==> config.mk <==
export PLATFORM = sky130hd
export DESIGN_NAME = register_machine_execute_unit_top
export DESIGN_NICKNAME = d
export VERILOG_FILES = /design/src/rtl/rme_pkg.sv /design/src/rtl/rme_regfile.sv /design/src/rtl/rme_muldiv.sv /design/src/rtl/register_machine_execute_unit_top.sv
export SDC_FILE = /design/constraint.sdc
export NUM_CORES = 2
export LEC_CHECK = 0
export BUFFER_PORTS_ARGS = -buffer_cell sky130_fd_sc_hd__buf_2
export CAP_MARGIN = 20
export CORE_MARGIN = 4
export CORE_UTILIZATION = 43
export CTS_CLUSTER_DIAMETER = 40
export DETAILED_ROUTE_END_ITERATION = 6
export HOLD_SLACK_MARGIN = 0.02
export PLACE_DENSITY = 0.56
export SYNTH_ARGS = -nofsm -noshare
export SYNTH_HDL_FRONTEND = slang
export SYNTH_SLANG_ARGS = --single-unit
==> constraint.sdc <==
create_clock -name clk -period 13 [get_ports clk]
set_clock_uncertainty 0.2 [all_clocks]
set_input_delay 0.65 -clock clk [delete_from_list [all_inputs] [get_ports clk]]
set_output_delay 0.65 -clock clk [all_outputs]
set_load 0.02 [all_outputs]
==> src/rtl/rme_pkg.sv <==
package rme_pkg;

	localparam int DATA_W       = 32;
	localparam int REG_IDX_W    = 3;
	localparam int MODE_W       = 5;
	localparam int STATUS_W     = 2;
	localparam int REG_COUNT_DEF = 5;

	// Instruction codes.
	localparam logic [MODE_W-1:0] MODE_LOAD  = 5'd0;
	localparam logic [MODE_W-1:0] MODE_MOV   = 5'd1;
	localparam logic [MODE_W-1:0] MODE_ADD   = 5'd2;
	localparam logic [MODE_W-1:0] MODE_SUB   = 5'd3;
	localparam logic [MODE_W-1:0] MODE_MUL   = 5'd4;
	localparam logic [MODE_W-1:0] MODE_MOD   = 5'd5;
	localparam logic [MODE_W-1:0] MODE_DIV   = 5'd6;
	localparam logic [MODE_W-1:0] MODE_INC   = 5'd7;
	localparam logic [MODE_W-1:0] MODE_DEC   = 5'd8;
	localparam logic [MODE_W-1:0] MODE_EQ    = 5'd9;
	localparam logic [MODE_W-1:0] MODE_GE    = 5'd10;
	localparam logic [MODE_W-1:0] MODE_LE    = 5'd11;
	localparam logic [MODE_W-1:0] MODE_GOTO  = 5'd12;
	localparam logic [MODE_W-1:0] MODE_JZ    = 5'd13;
	localparam logic [MODE_W-1:0] MODE_JNZ   = 5'd14;
	localparam logic [MODE_W-1:0] MODE_SHIFT = 5'd15;
	localparam logic [MODE_W-1:0] MODE_NOP   = 5'd16;
	localparam logic [MODE_W-1:0] MODE_END   = 5'd17;
	localparam logic [MODE_W-1:0] MODE_INT   = 5'd18;

	// Result status codes.
	localparam logic [STATUS_W-1:0] ST_CONT = 2'd0;
	localparam logic [STATUS_W-1:0] ST_END  = 2'd1;
	localparam logic [STATUS_W-1:0] ST_INT  = 2'd2;

	// Instruction byte sizes.
	localparam logic [DATA_W-1:0] SIZE_LONG  = 32'd9;
	localparam logic [DATA_W-1:0] SIZE_JUMP  = 32'd8;
	localparam logic [DATA_W-1:0] SIZE_REG2  = 32'd6;
	localparam logic [DATA_W-1:0] SIZE_REG1  = 32'd5;
	localparam logic [DATA_W-1:0] SIZE_SHORT = 32'd4;

	typedef enum logic [1:0] {
		MD_MUL = 2'd0,
		MD_DIV = 2'd1,
		MD_MOD = 2'd2
	} md_op_t;

	typedef struct packed {
		logic              start;
		md_op_t            op;
		logic [DATA_W-1:0] opa;
		logic [DATA_W-1:0] opb;
	} md_req_t;

	typedef struct packed {
		logic              done;
		logic [DATA_W-1:0] result;
	} md_rsp_t;

endpackage

==> src/rtl/rme_regfile.sv <==
module rme_regfile #(
	parameter int REG_COUNT = rme_pkg::REG_COUNT_DEF
) (
	input  logic                            clk,
	input  logic                            arst_n,
	input  logic                            rd_en,
	input  logic [rme_pkg::REG_IDX_W-1:0]   rd_idx_a,
	input  logic [rme_pkg::REG_IDX_W-1:0]   rd_idx_b,
	output logic [rme_pkg::DATA_W-1:0]      rd_data_a,
	output logic [rme_pkg::DATA_W-1:0]      rd_data_b,
	input  logic                            wr_en,
	input  logic [rme_pkg::REG_IDX_W-1:0]   wr_idx,
	input  logic [rme_pkg::DATA_W-1:0]      wr_data
);

	localparam int AW = (REG_COUNT > 1) ? $clog2(REG_COUNT) : 1;
	localparam int EW = rme_pkg::REG_IDX_W + AW;

	logic [rme_pkg::DATA_W-1:0] mem [REG_COUNT];
	logic [REG_COUNT-1:0]       valid_q;
	logic [rme_pkg::DATA_W-1:0] rd_a_q;
	logic [rme_pkg::DATA_W-1:0] rd_b_q;

	logic [EW-1:0] ext_a;
	logic [EW-1:0] ext_b;
	logic [EW-1:0] ext_w;
	logic          in_a;
	logic          in_b;
	logic          in_w;

	assign ext_a = {{AW{1'b0}}, rd_idx_a};
	assign ext_b = {{AW{1'b0}}, rd_idx_b};
	assign ext_w = {{AW{1'b0}}, wr_idx};
	assign in_a  = ext_a < EW'(REG_COUNT);
	assign in_b  = ext_b < EW'(REG_COUNT);
	assign in_w  = ext_w < EW'(REG_COUNT);

	// Registers that were never written since reset read as zero.
	always_ff @(posedge clk or negedge arst_n) begin
		if (!arst_n) begin
			valid_q <= '0;
		end else if (wr_en && in_w) begin
			valid_q[ext_w[AW-1:0]] <= 1'b1;
		end
	end

	always_ff @(posedge clk) begin
		if (wr_en && in_w) begin
			mem[ext_w[AW-1:0]] <= wr_data;
		end
		if (rd_en) begin
			rd_a_q <= (in_a && valid_q[ext_a[AW-1:0]]) ? mem[ext_a[AW-1:0]] : '0;
			rd_b_q <= (in_b && valid_q[ext_b[AW-1:0]]) ? mem[ext_b[AW-1:0]] : '0;
		end
	end

	assign rd_data_a = rd_a_q;
	assign rd_data_b = rd_b_q;

endmodule

==> src/rtl/rme_muldiv.sv <==
module rme_muldiv (
	input  logic             clk,
	input  logic             arst_n,
	input  rme_pkg::md_req_t req,
	output rme_pkg::md_rsp_t rsp
);

	localparam int W  = rme_pkg::DATA_W;
	localparam int CW = $clog2(W);

	logic           busy_q;
	logic           fin_q;
	logic           done_q;
	logic [CW-1:0]  cnt_q;
	rme_pkg::md_op_t op_q;
	logic           qneg_q;
	logic           rneg_q;
	logic [W-1:0]   x_q;
	logic [W-1:0]   y_q;
	logic [W-1:0]   acc_q;
	logic [W-1:0]   result_q;

	logic           is_mul;
	logic           sub;
	logic [W-1:0]   shifted;
	logic [W-1:0]   opnd;
	logic [W:0]     addend;
	logic [W:0]     sum;
	logic           fits;
	logic [W-1:0]   abs_a;
	logic [W-1:0]   abs_b;

	assign is_mul  = (op_q == rme_pkg::MD_MUL);
	assign sub     = !is_mul;
	assign shifted = {acc_q[W-2:0], y_q[W-1]};
	assign opnd    = is_mul ? acc_q : shifted;
	assign addend  = {1'b0, x_q} ^ {(W+1){sub}};
	// One shared adder: accumulate for multiply, trial subtract for divide.
	assign sum     = {1'b0, opnd} + addend + {{W{1'b0}}, sub};
	assign fits    = !sum[W];

	assign abs_a = req.opa[W-1] ? (~req.opa + 1'b1) : req.opa;
	assign abs_b = req.opb[W-1] ? (~req.opb + 1'b1) : req.opb;

	always_ff @(posedge clk or negedge arst_n) begin
		if (!arst_n) begin
			busy_q <= 1'b0;
			fin_q  <= 1'b0;
			done_q <= 1'b0;
			cnt_q  <= '0;
			op_q   <= rme_pkg::MD_MUL;
		end else begin
			done_q <= fin_q;
			fin_q  <= 1'b0;
			if (req.start) begin
				busy_q <= 1'b1;
				cnt_q  <= '0;
				op_q   <= req.op;
			end else if (busy_q) begin
				cnt_q <= cnt_q + 1'b1;
				if (cnt_q == CW'(W - 1)) begin
					busy_q <= 1'b0;
					fin_q  <= 1'b1;
				end
			end
		end
	end

	always_ff @(posedge clk) begin
		if (req.start) begin
			acc_q  <= '0;
			qneg_q <= req.opa[W-1] ^ req.opb[W-1];
			rneg_q <= req.opa[W-1];
			if (req.op == rme_pkg::MD_MUL) begin
				x_q <= req.opa;
				y_q <= req.opb;
			end else begin
				x_q <= abs_b;
				y_q <= abs_a;
			end
		end else if (busy_q) begin
			if (is_mul) begin
				if (y_q[0]) begin
					acc_q <= sum[W-1:0];
				end
				x_q <= {x_q[W-2:0], 1'b0};
				y_q <= {1'b0, y_q[W-1:1]};
			end else if (fits) begin
				acc_q <= sum[W-1:0];
				y_q   <= {y_q[W-2:0], 1'b1};
			end else begin
				acc_q <= shifted;
				y_q   <= {y_q[W-2:0], 1'b0};
			end
		end
		if (fin_q) begin
			case (op_q)
				rme_pkg::MD_MUL: result_q <= acc_q;
				rme_pkg::MD_DIV: result_q <= qneg_q ? (~y_q + 1'b1) : y_q;
				rme_pkg::MD_MOD: result_q <= rneg_q ? (~acc_q + 1'b1) : acc_q;
				default:         result_q <= acc_q;
			endcase
		end
	end

	assign rsp.done   = done_q;
	assign rsp.result = result_q;

endmodule

==> src/rtl/register_machine_execute_unit_top.sv <==
// Executes one decoded instruction per input transaction on a small 32-bit register
// machine with REG_COUNT registers (register 0 is the accumulator) and a program
// counter, and returns one result transaction per instruction. The block takes one
// instruction at a time. A simple instruction passes from S_IDLE through S_EXEC to
// S_OUT, and the next instruction can be taken once its result has been accepted.
// Multiply, divide and remainder run one bit per cycle through a shared 32-step
// shift-add/subtract unit, waiting in S_WAIT until the unit reports done. A divide
// or remainder by zero leaves the accumulator unchanged and takes as long as a
// simple instruction. The code base register may be written at any time the block
// holds no instruction; it is added to jump targets.
module register_machine_execute_unit_top #(
	parameter int REG_COUNT = rme_pkg::REG_COUNT_DEF
) (
	input  logic                               clk,
	input  logic                               arst_n,
	input  logic                               cfg_valid,
	output logic                               cfg_ready,
	input  logic [rme_pkg::DATA_W-1:0]         cfg_data,
	input  logic                               in_valid,
	output logic                               in_ready,
	input  logic [rme_pkg::MODE_W-1:0]         mode,
	input  logic [rme_pkg::REG_IDX_W-1:0]      first_reg,
	input  logic [rme_pkg::REG_IDX_W-1:0]      second_reg,
	input  logic signed [rme_pkg::DATA_W-1:0]  immediate,
	output logic                               out_valid,
	input  logic                               out_ready,
	output logic [rme_pkg::STATUS_W-1:0]       status,
	output logic [rme_pkg::DATA_W-1:0]         next_pc,
	output logic signed [rme_pkg::DATA_W-1:0]  accumulator,
	output logic [rme_pkg::DATA_W-1:0]         interrupt_address
);

	localparam int W = rme_pkg::DATA_W;

	typedef enum logic [3:0] {
		S_IDLE = 4'b0001,
		S_EXEC = 4'b0010,
		S_WAIT = 4'b0100,
		S_OUT  = 4'b1000
	} state_t;

	state_t state_q;
	state_t state_d;

	logic [rme_pkg::MODE_W-1:0]    mode_q;
	logic [rme_pkg::REG_IDX_W-1:0] r1_q;
	logic [rme_pkg::REG_IDX_W-1:0] r2_q;
	logic [W-1:0]                  imm_q;
	logic [W-1:0]                  code_base_q;
	logic [W-1:0]                  pc_q;
	logic [W-1:0]                  acc_q;
	logic [rme_pkg::STATUS_W-1:0]  status_q;
	logic [W-1:0]                  iaddr_q;

	logic                          accept;
	logic [W-1:0]                  a;
	logic [W-1:0]                  b;
	logic                          wr_en;
	logic [rme_pkg::REG_IDX_W-1:0] wr_idx;
	logic [W-1:0]                  wr_data;
	logic [W-1:0]                  pc_d;
	logic [rme_pkg::STATUS_W-1:0]  status_d;
	logic [W-1:0]                  iaddr_d;
	logic [W-1:0]                  shift_val;
	logic [W-1:0]                  neg_cnt;
	rme_pkg::md_req_t              md_req;
	rme_pkg::md_rsp_t              md_rsp;

	assign accept    = in_valid && in_ready;
	assign in_ready  = (state_q == S_IDLE);
	assign cfg_ready = 1'b1;

	rme_regfile #(
		.REG_COUNT(REG_COUNT)
	) u_regfile (
		.clk      (clk),
		.arst_n   (arst_n),
		.rd_en    (accept),
		.rd_idx_a (first_reg),
		.rd_idx_b (second_reg),
		.rd_data_a(a),
		.rd_data_b(b),
		.wr_en    (wr_en),
		.wr_idx   (wr_idx),
		.wr_data  (wr_data)
	);

	rme_muldiv u_muldiv (
		.clk   (clk),
		.arst_n(arst_n),
		.req   (md_req),
		.rsp   (md_rsp)
	);

	assign neg_cnt = '0 - imm_q;

	always_comb begin
		if (imm_q == '0) begin
			shift_val = b;
		end else if (!imm_q[W-1]) begin
			shift_val = (imm_q >= W'(W)) ? '0 : (b >> imm_q[4:0]);
		end else begin
			shift_val = (neg_cnt >= W'(W)) ? '0 : (b << neg_cnt[4:0]);
		end
	end

	always_comb begin
		state_d      = state_q;
		wr_en        = 1'b0;
		wr_idx       = r1_q;
		wr_data      = a;
		pc_d         = pc_q;
		status_d     = rme_pkg::ST_CONT;
		iaddr_d      = '0;
		md_req.start = 1'b0;
		md_req.op    = rme_pkg::MD_MUL;
		md_req.opa   = a;
		md_req.opb   = b;
		case (state_q)
			S_IDLE: begin
				if (accept) begin
					state_d = S_EXEC;
				end
			end
			S_EXEC: begin
				state_d = S_OUT;
				case (mode_q)
					rme_pkg::MODE_LOAD: begin
						wr_en   = 1'b1;
						wr_data = imm_q;
						pc_d    = pc_q + rme_pkg::SIZE_LONG;
					end
					rme_pkg::MODE_MOV: begin
						wr_en   = 1'b1;
						wr_data = b;
						pc_d    = pc_q + rme_pkg::SIZE_REG2;
					end
					rme_pkg::MODE_ADD: begin
						wr_en   = 1'b1;
						wr_idx  = '0;
						wr_data = a + b;
						pc_d    = pc_q + rme_pkg::SIZE_REG2;
					end
					rme_pkg::MODE_SUB: begin
						wr_en   = 1'b1;
						wr_idx  = '0;
						wr_data = a - b;
						pc_d    = pc_q + rme_pkg::SIZE_REG2;
					end
					rme_pkg::MODE_MUL: begin
						md_req.start = 1'b1;
						md_req.op    = rme_pkg::MD_MUL;
						state_d      = S_WAIT;
						pc_d         = pc_q + rme_pkg::SIZE_REG2;
					end
					rme_pkg::MODE_MOD, rme_pkg::MODE_DIV: begin
						// A zero divisor leaves the accumulator as it is.
						md_req.op = (mode_q == rme_pkg::MODE_DIV) ? rme_pkg::MD_DIV
						                                          : rme_pkg::MD_MOD;
						if (b != '0) begin
							md_req.start = 1'b1;
							state_d      = S_WAIT;
						end
						pc_d = pc_q + rme_pkg::SIZE_REG2;
					end
					rme_pkg::MODE_INC: begin
						wr_en   = 1'b1;
						wr_data = a + 1'b1;
						pc_d    = pc_q + rme_pkg::SIZE_REG1;
					end
					rme_pkg::MODE_DEC: begin
						wr_en   = 1'b1;
						wr_data = a - 1'b1;
						pc_d    = pc_q + rme_pkg::SIZE_REG1;
					end
					rme_pkg::MODE_EQ: begin
						wr_en   = 1'b1;
						wr_idx  = '0;
						wr_data = W'(a == b);
						pc_d    = pc_q + rme_pkg::SIZE_REG2;
					end
					rme_pkg::MODE_GE: begin
						wr_en   = 1'b1;
						wr_idx  = '0;
						wr_data = W'($signed(a) >= $signed(b));
						pc_d    = pc_q + rme_pkg::SIZE_REG2;
					end
					rme_pkg::MODE_LE: begin
						wr_en   = 1'b1;
						wr_idx  = '0;
						wr_data = W'($signed(a) <= $signed(b));
						pc_d    = pc_q + rme_pkg::SIZE_REG2;
					end
					rme_pkg::MODE_GOTO: begin
						pc_d = code_base_q + a;
					end
					rme_pkg::MODE_JZ: begin
						pc_d = (acc_q == '0) ? (code_base_q + imm_q)
						                     : (pc_q + rme_pkg::SIZE_JUMP);
					end
					rme_pkg::MODE_JNZ: begin
						pc_d = (acc_q != '0) ? (code_base_q + imm_q)
						                     : (pc_q + rme_pkg::SIZE_JUMP);
					end
					rme_pkg::MODE_SHIFT: begin
						wr_en   = 1'b1;
						wr_idx  = r2_q;
						wr_data = shift_val;
						pc_d    = pc_q + rme_pkg::SIZE_LONG;
					end
					rme_pkg::MODE_NOP: begin
						pc_d = pc_q + rme_pkg::SIZE_SHORT;
					end
					rme_pkg::MODE_END: begin
						status_d = rme_pkg::ST_END;
					end
					rme_pkg::MODE_INT: begin
						status_d = rme_pkg::ST_INT;
						iaddr_d  = imm_q;
						pc_d     = pc_q + rme_pkg::SIZE_JUMP;
					end
					default: begin
					end
				endcase
			end
			S_WAIT: begin
				if (md_rsp.done) begin
					wr_en   = 1'b1;
					wr_idx  = '0;
					wr_data = md_rsp.result;
					state_d = S_OUT;
				end
			end
			S_OUT: begin
				if (out_ready) begin
					state_d = S_IDLE;
				end
			end
			default: begin
				state_d = S_IDLE;
			end
		endcase
	end

	always_ff @(posedge clk or negedge arst_n) begin
		if (!arst_n) begin
			state_q     <= S_IDLE;
			code_base_q <= '0;
			pc_q        <= '0;
			acc_q       <= '0;
			status_q    <= rme_pkg::ST_CONT;
			iaddr_q     <= '0;
		end else begin
			state_q <= state_d;
			if (cfg_valid && cfg_ready) begin
				code_base_q <= cfg_data;
			end
			// Register 0 is mirrored here so the jump tests and the result see it directly.
			if (wr_en && wr_idx == '0) begin
				acc_q <= wr_data;
			end
			if (state_q == S_EXEC) begin
				pc_q     <= pc_d;
				status_q <= status_d;
				iaddr_q  <= iaddr_d;
			end
		end
	end

	always_ff @(posedge clk) begin
		if (accept) begin
			mode_q <= mode;
			r1_q   <= first_reg;
			r2_q   <= second_reg;
			imm_q  <= immediate;
		end
	end

	assign out_valid         = (state_q == S_OUT);
	assign status            = status_q;
	assign next_pc           = pc_q;
	assign accumulator       = $signed(acc_q);
	assign interrupt_address = iaddr_q;

endmodule

# Yosys cells after proc, flatten, opt, wreduce, memory -nomap -nowiden
# Memories as Yosys holds them, arrays and structs flattened. A register that Yosys moved wholly into a read port is not among the register bits.
# Index checks and enable logic that the tools add are counted.
# op_classes
add_sub_neg,19
magnitude_cmp,11
eq_ne,30
shifts,2
muxes,62
bitwise,7
reduce_logical,30
# ops
op,count
$mux 32,24
$pmux 32 s10,1
$pmux 32 s8,1
$add 32x1->32 const B,5
$not 32->32,4
$pmux 32 s2,2
$add 32x3->32 const B,3
$add 32x32->32,3
$add 32x4->32 const B,2
$ge 32x6->1 const B,2
$logic_not 32->1,2
$reduce_bool 32->1,2
$eq 5x4->1 const B,8
$add 32x33->33,1
$add 33x1->33,1
$xor 32x33->33,1
$eq 32x32->1,1
$ge 32x32->1,1
$le 32x32->1,1
$shl 32x5->32,1
$shr 32x5->32,1
$sub 1x32->32 const A,1
$sub 32x1->32 const B,1
$sub 32x32->32,1
other kinds (42),91
# totals
ff_bits,322
ram_bits,160
input_bits,80
out_inout_bits,101
word_cells,184
n_memories,1
# memory_table
name,depth,word_bits,rd,rd_ports_with_merged_regs,wr,line,rtl
u_regfile.mem,5,32,2,2,1,rme_regfile.sv:19,logic [rme_pkg::DATA_W-1:0] mem [REG_COUNT];

# Logic depth before layout (Yosys ltp)
# logic_depth
depth_word,9
ltp_mapped,22
ltp_nobuf,21

# Modules after synthesis
# A second synthesis with hierarchy kept.
# unflattened
cells_unflattened,4750
hier_area_um2,43822.0
# modules_own_cells
module,instances,cells_each,area_each_um2,seq_area_each_um2
register_machine_execute_unit_top,1,2873,22514.1,4645.7
rme_muldiv,1,1465,12064.1,3833.7
rme_regfile,1,412,9243.9,6851.6

# Worst setup path before layout
# No wires, ideal clock.
# synth_timing
kind,register to register
start,"reg u_regfile.rd_b_q (netlist bit u_regfile.rd_data_b[1]), read port of u_regfile.mem"
end,reg u_muldiv.x_q[0] (enable)
setup_time_ns,0.658
t_arrival_ns,4.691
required_ns,12.142
setup_slack_ns,7.451
path_stages_with_launch,16
path_buffers,4
synth_period_minus_slack_ns,5.549
cell_sequence,edfxtp_1 -> clkbuf_1 -> inv_1 -> ha_1 -> nor3b_1 -> nand4_1 -> nand4b_1 -> nor3b_1 -> nand2_1 -> nor3_1 -> o21ai_0 -> nand3_1 -> buf_2 -> buf_1 -> clkbuf_1 -> o21ai_0
# synth_between
elab_chain_cells,6
elab_cells_between_ends,7
classes_between,mux (3); reduce/logical (4)
# synth_rtl
item,line,rtl
start: declaration,rme_regfile.sv:22,logic [rme_pkg::DATA_W-1:0] rd_b_q;
$reduce_bool 32->1 *,register_machine_execute_unit_top.sv:160,if (b != '0) begin
$mux 1 *,register_machine_execute_unit_top.sv:160,
$pmux 3 s2 *,register_machine_execute_unit_top.sv:127,case (mode_q)
$mux 3 *,register_machine_execute_unit_top.sv:119,case (state_q)
$reduce_bool 2->1 (no line),n/a,
$reduce_and 2->1 (no line) *,n/a,
end signal: assignment,rme_muldiv.sv:75,x_q <= req.opa;
end signal: assignment,rme_muldiv.sv:78,x_q <= abs_b;
end signal: assignment,rme_muldiv.sv:86,"x_q <= {x_q[W-2:0], 1'b0};"
end: declaration,rme_muldiv.sv:18,logic [W-1:0] x_q;
# Mark *: on every way between the ends. The rest lies on a longest branch, timed or not.
# A chain may end at the register's enable or synchronous reset.

# Worst setup path after layout
# layout_timing
start,"reg u_regfile.rd_b_q (netlist bit u_regfile.rd_data_b[1]), read port of u_regfile.mem"
end,reg acc_q[28] (netlist: accumulator[28])
# layout_between
elab_chain_cells,6
elab_cells_between_ends,10
classes_between,add/sub (2); shift (2); mux (6)
# layout_rtl
item,line,rtl
branches (longest 4 deep; another with $sub 32x32->32),n/a,
$pmux 32 s10 *,register_machine_execute_unit_top.sv:127,
$pmux 32 s2 *,register_machine_execute_unit_top.sv:119,
named net u_regfile.wr_data (one bit),rme_regfile.sv:13,input logic [rme_pkg::DATA_W-1:0] wr_data
end signal: assignment,register_machine_execute_unit_top.sv:260,acc_q <= wr_data;
end: declaration,register_machine_execute_unit_top.sv:51,logic [W-1:0] acc_q;
# Mark *: on every way through the listed nets, which the timed path passes.

==> results by group <==
Synth
  • Mapped Area: 43100 sq um
  • Area leader, netlist: edfxtp_1
  • Flops & latches, synth: approximately 550
  • Count leader, synth: nand2_1
  • Synth Flop Type: edfxtp_1
  • Syn. warnings: 0
  • Synthesized area per cell: between 9 and 10 sq um
  • Post-synth top cells: nand2_1 (435), a21oi_1 (414), nor2_1 (412), edfxtp_1 (365), o21ai_0 (364)
  • Post-synth EDFFs: 365
  • Synth top area cells: edfxtp_1 (25%), dfrtp_1 (8.6%), mux4_2 (6.1%)
  • Syn_nets: approximately 5000
  • Cells after Synth: around 4700
  • Fraction of registers with async set/reset: 27.3%
  • Yosys cell types: 90
  • Sequential area share after synthesis: between 30 and 40%
  • Top-area cell type share of the netlist area: between 20 and 30%

Floorplanning
  • Die area: between 100000 and 150000 sq um
  • Starting Density: a little over two fifths
  • Ports: between 150 and 200
  • Core footprint: ~99000 sq um
  • Row Count: between 100 and 150
  • Die span in x: about 320 microns
  • Die Ht: ~320 microns

Timing
  • Setup TNS: 0 ps
  • Unrepaired setup endpoints after global routing: false
  • Final hold vios: 0
  • Min Tclk post-route: slightly below 7000 ps
  • Slew @ Worst Pin: about 1100 ps
  • Final setup vio count: 0
  • Slew margin rel.: a little over a quarter
  • Pins Over Slew Limit: 0
  • Fin worst setup slack: 6130 ps
  • Final period utilization: between 50% and 60%
  • Max Fclk: 146 MHz

Critical path
  • Critical Path Max Stage Delay: just under 700 ps
  • Crit start category: register
  • Family with the most delay on the worst path: simple AND/OR/NAND/NOR gates
  • Worst r2r src: u_regfile.rd_data_b[1]
  • Crit path arrival time: a little over 7000 ps
  • Buf/Inv on CP: 1
  • Critical path class: reg -> reg
  • Slack of the worst reg-to-reg path: 6130 ps
  • Crit path cell chain: inv_1 > ha_1 > nor3b_1 > nand4_1 > nand4b_1 > nor4_1 > xnor2_1 > o21ai_0 > ha_1 > a21o_1 > o41ai_1 > o21ai_0 > and2_1 > a21oi_1 > mux2i_1 > a21oi_1 > a221oi_1 > o22ai_1 > mux2_2
  • CP endpoint kind: register
  • Worst path slowest cell: nor3b_1
  • Req. time, crit path: around 13000 ps
  • Reg2Reg Capture Point: accumulator[28]
  • CP Max Fanout: 11
  • Reg2Reg Depth: 19

Outcome
  • Run status: finished, final reports clean

CTS
  • H-tree depth: 3
  • CTS tree: done
  • Root Driver: clkbuf_16
  • Clk pin slew, worst setup/hold paths: around 60 ps
  • Post-cts resize count: 0
  • Longest Clk Path Bufs: 3
  • # clock sinks: about 550
  • CTS Buf Count: between 90 and 100
  • Clock latency at the later pin of the worst-skew pair: 710 ps

Detailed routing
  • DRT antenna net count: 0
  • Via density: around 6.6
  • DRC: 0
  • Total routed wirelength: 187 mm
  • Pre-antenna DRT Iters: 6
  • Via count: 41000
  • DR WL/cell: between 30 and 40 microns
  • Drt initial violations: approximately 5000

Layout
  • Register area: between 15000 and 20000 sq um
  • Footprint of the multi-input gates: about 26000 sq um
  • Nets: 5098
  • Synthesis-to-layout area growth: 15.0%
  • Share of cells above drive strength 1: 15.7%
  • Post-route cell area: 49600 sq um
  • Fillers: approximately 9200

Power and ir drop
  • Combinational Power Share: between 50% and 60%
  • VDD IR max: about 0.00029 V
  • Sw frac: 47.6%
  • PwrDens: approximately 260 nW/um^2
  • Static leakage: between 15 and 20 nW
  • Seq pwr share: about a quarter
  • Clock power frac: between 20% and 30%
  • Net Sw Power: around 6.0 mW
  • Total Power: approximately 13 mW
  • Total internal power: between 6 and 7 mW

Min path
  • Worst hold path type: in -> reg
  • Worst Hold Path Cells: 2
  • Min-delay src: in_valid
  • Hold Path End: state_q[1]

Placement
  • Post-DP Area: around 45000 sq um
  • Worst slack at placement: between 6000 and 7000 ps
  • Port buffer count: 179
  • GP Congestion: approximately 1.1
  • Post-DP HPWL: 133 mm

Global routing
  • Initial antenna violation count: 9
  • First-pass GRT wire length: 271 mm
  • Gr usage total: 34.3%
  • Largest net degree at the start of global routing: 96
  • GRT Residual Overflow: 0
  • Vias in the first global route: just under 40000

Flow run
  • Max Cap Viol: 0
## kinds of logic after synthesis
family          after synthesis  synth area share [%]
other cells                   1               0.00870
mux                         376                  12.4
xor+xnor                    298                  6.06
buf+inv                     448                  3.94
compound gates             1484                  22.0
fa+ha+maj                   180                  5.31
flops                       546                  35.6
simple gates               1361                  14.7
## power groups by stage
stage	Sequential (mW)	Clock (mW)	Combinational, mW
floorplan	2.83	0	4.83
global placement	3.04	0	6.83
detailed placement	3.05	0	6.81
CTS	3.02	2.64	6.88
global route	3.08	2.72	7.59
finish	3.04	2.60	7.02
## per-layer routing
| layer | routed length, microns | GRT usage (%) | vias to the layer above |
|---|---|---|---|
| li1 | - | - | 18100 |
| met1 | 73600 | 44.8 | 20000 |
| met2 | 81900 | 52.4 | 2373 |
| met3 | 19200 | 7.92 | 523 |
| met4 | 12600 | 19.9 | 6 |
| met5 | 38 | 0 | - |
## layout by cell type (no fill, tap or decap), types with 56 or more instances in the layout
| master | n |
|---|---|
| a211oi_1 | 79 |
| a21o_1 | 82 |
| a21oi_1 | 413 |
| buf_2 | 178 |
| buf_4 | 136 |
| clkbuf_16 | 97 |
| dfrtp_1 | 148 |
| dlygate4sd3_1 | 69 |
| edfxtp_1 | 365 |
| ha_1 | 174 |
| inv_1 | 102 |
| mux2_2 | 96 |
| mux2i_1 | 163 |
| mux4_2 | 117 |
| nand2_1 | 435 |
| nand3_1 | 88 |
| nand4_1 | 56 |
| nor2_1 | 406 |
| nor3_1 | 82 |
| o21ai_0 | 362 |
| xnor2_1 | 208 |
| xor2_1 | 88 |
## per-stage QoR
step / hold WS (ps) / cells / utilization [%]
after floorplan: 154 / 4694 / -
after CTS: 31.1 / 6207 / 50.1
after global placement: 262 / 5954 / 46.0
final: 74.3 / 6214 / 50.2
after detailed placement: 261 / 5954 / 46.0
after global routing: 73.5 / 6210 / 50.1
## worst max path at each step
stage	start	to	cells after the start	slack, ps
CTS	u_regfile.rd_data_b[1]	accumulator[28]	19	6360
global route	u_regfile.rd_data_b[1]	accumulator[28]	19	5820
detailed placement	u_regfile.rd_data_b[1]	accumulator[28]	19	6360
finish	u_regfile.rd_data_b[1]	accumulator[28]	19	6130
floorplan	u_regfile.rd_data_b[1]	u_muldiv.x_q[0]	15	7450
global placement	u_regfile.rd_data_b[1]	accumulator[28]	19	6650
## registers in the layout, indices dropped and copies added, names as in the netlist, 4 cells and up
name / cells
u_regfile.mem: 160
accumulator: 32
code_base_q: 32
imm_q: 32
interrupt_address: 32
next_pc: 32
u_muldiv.acc_q: 32
u_muldiv.result_q: 32
u_muldiv.x_q: 32
u_muldiv.y_q: 32
u_regfile.rd_data_a: 32
u_regfile.rd_data_b: 32
mode_q: 5
u_muldiv.cnt_q: 5
u_regfile.valid_q: 5
state_q: 4
## what timing repair did
| action | CTS | global route |
|---|---|---|
| buffers inserted | 0 | 0 |
| hold endpoints to repair | 120 | 0 |
| hold buffers | 69 | 0 |
## final cells by class
class | instances | share of cell area [%]
Timing Repair Buffer | 386 | 5.31
Sequential cell | 546 | 30.9
Clock inverter | 76 | 1.76
Clock buffer | 108 | 5.02
Inverter | 107 | 0.810
Antenna cell | 4 | 0.0202
Multi-Input combinational cell | 3700 | 52.9
Tap cell | 1287 | 3.25
Note: power is estimated with default switching activity, not from simulation.
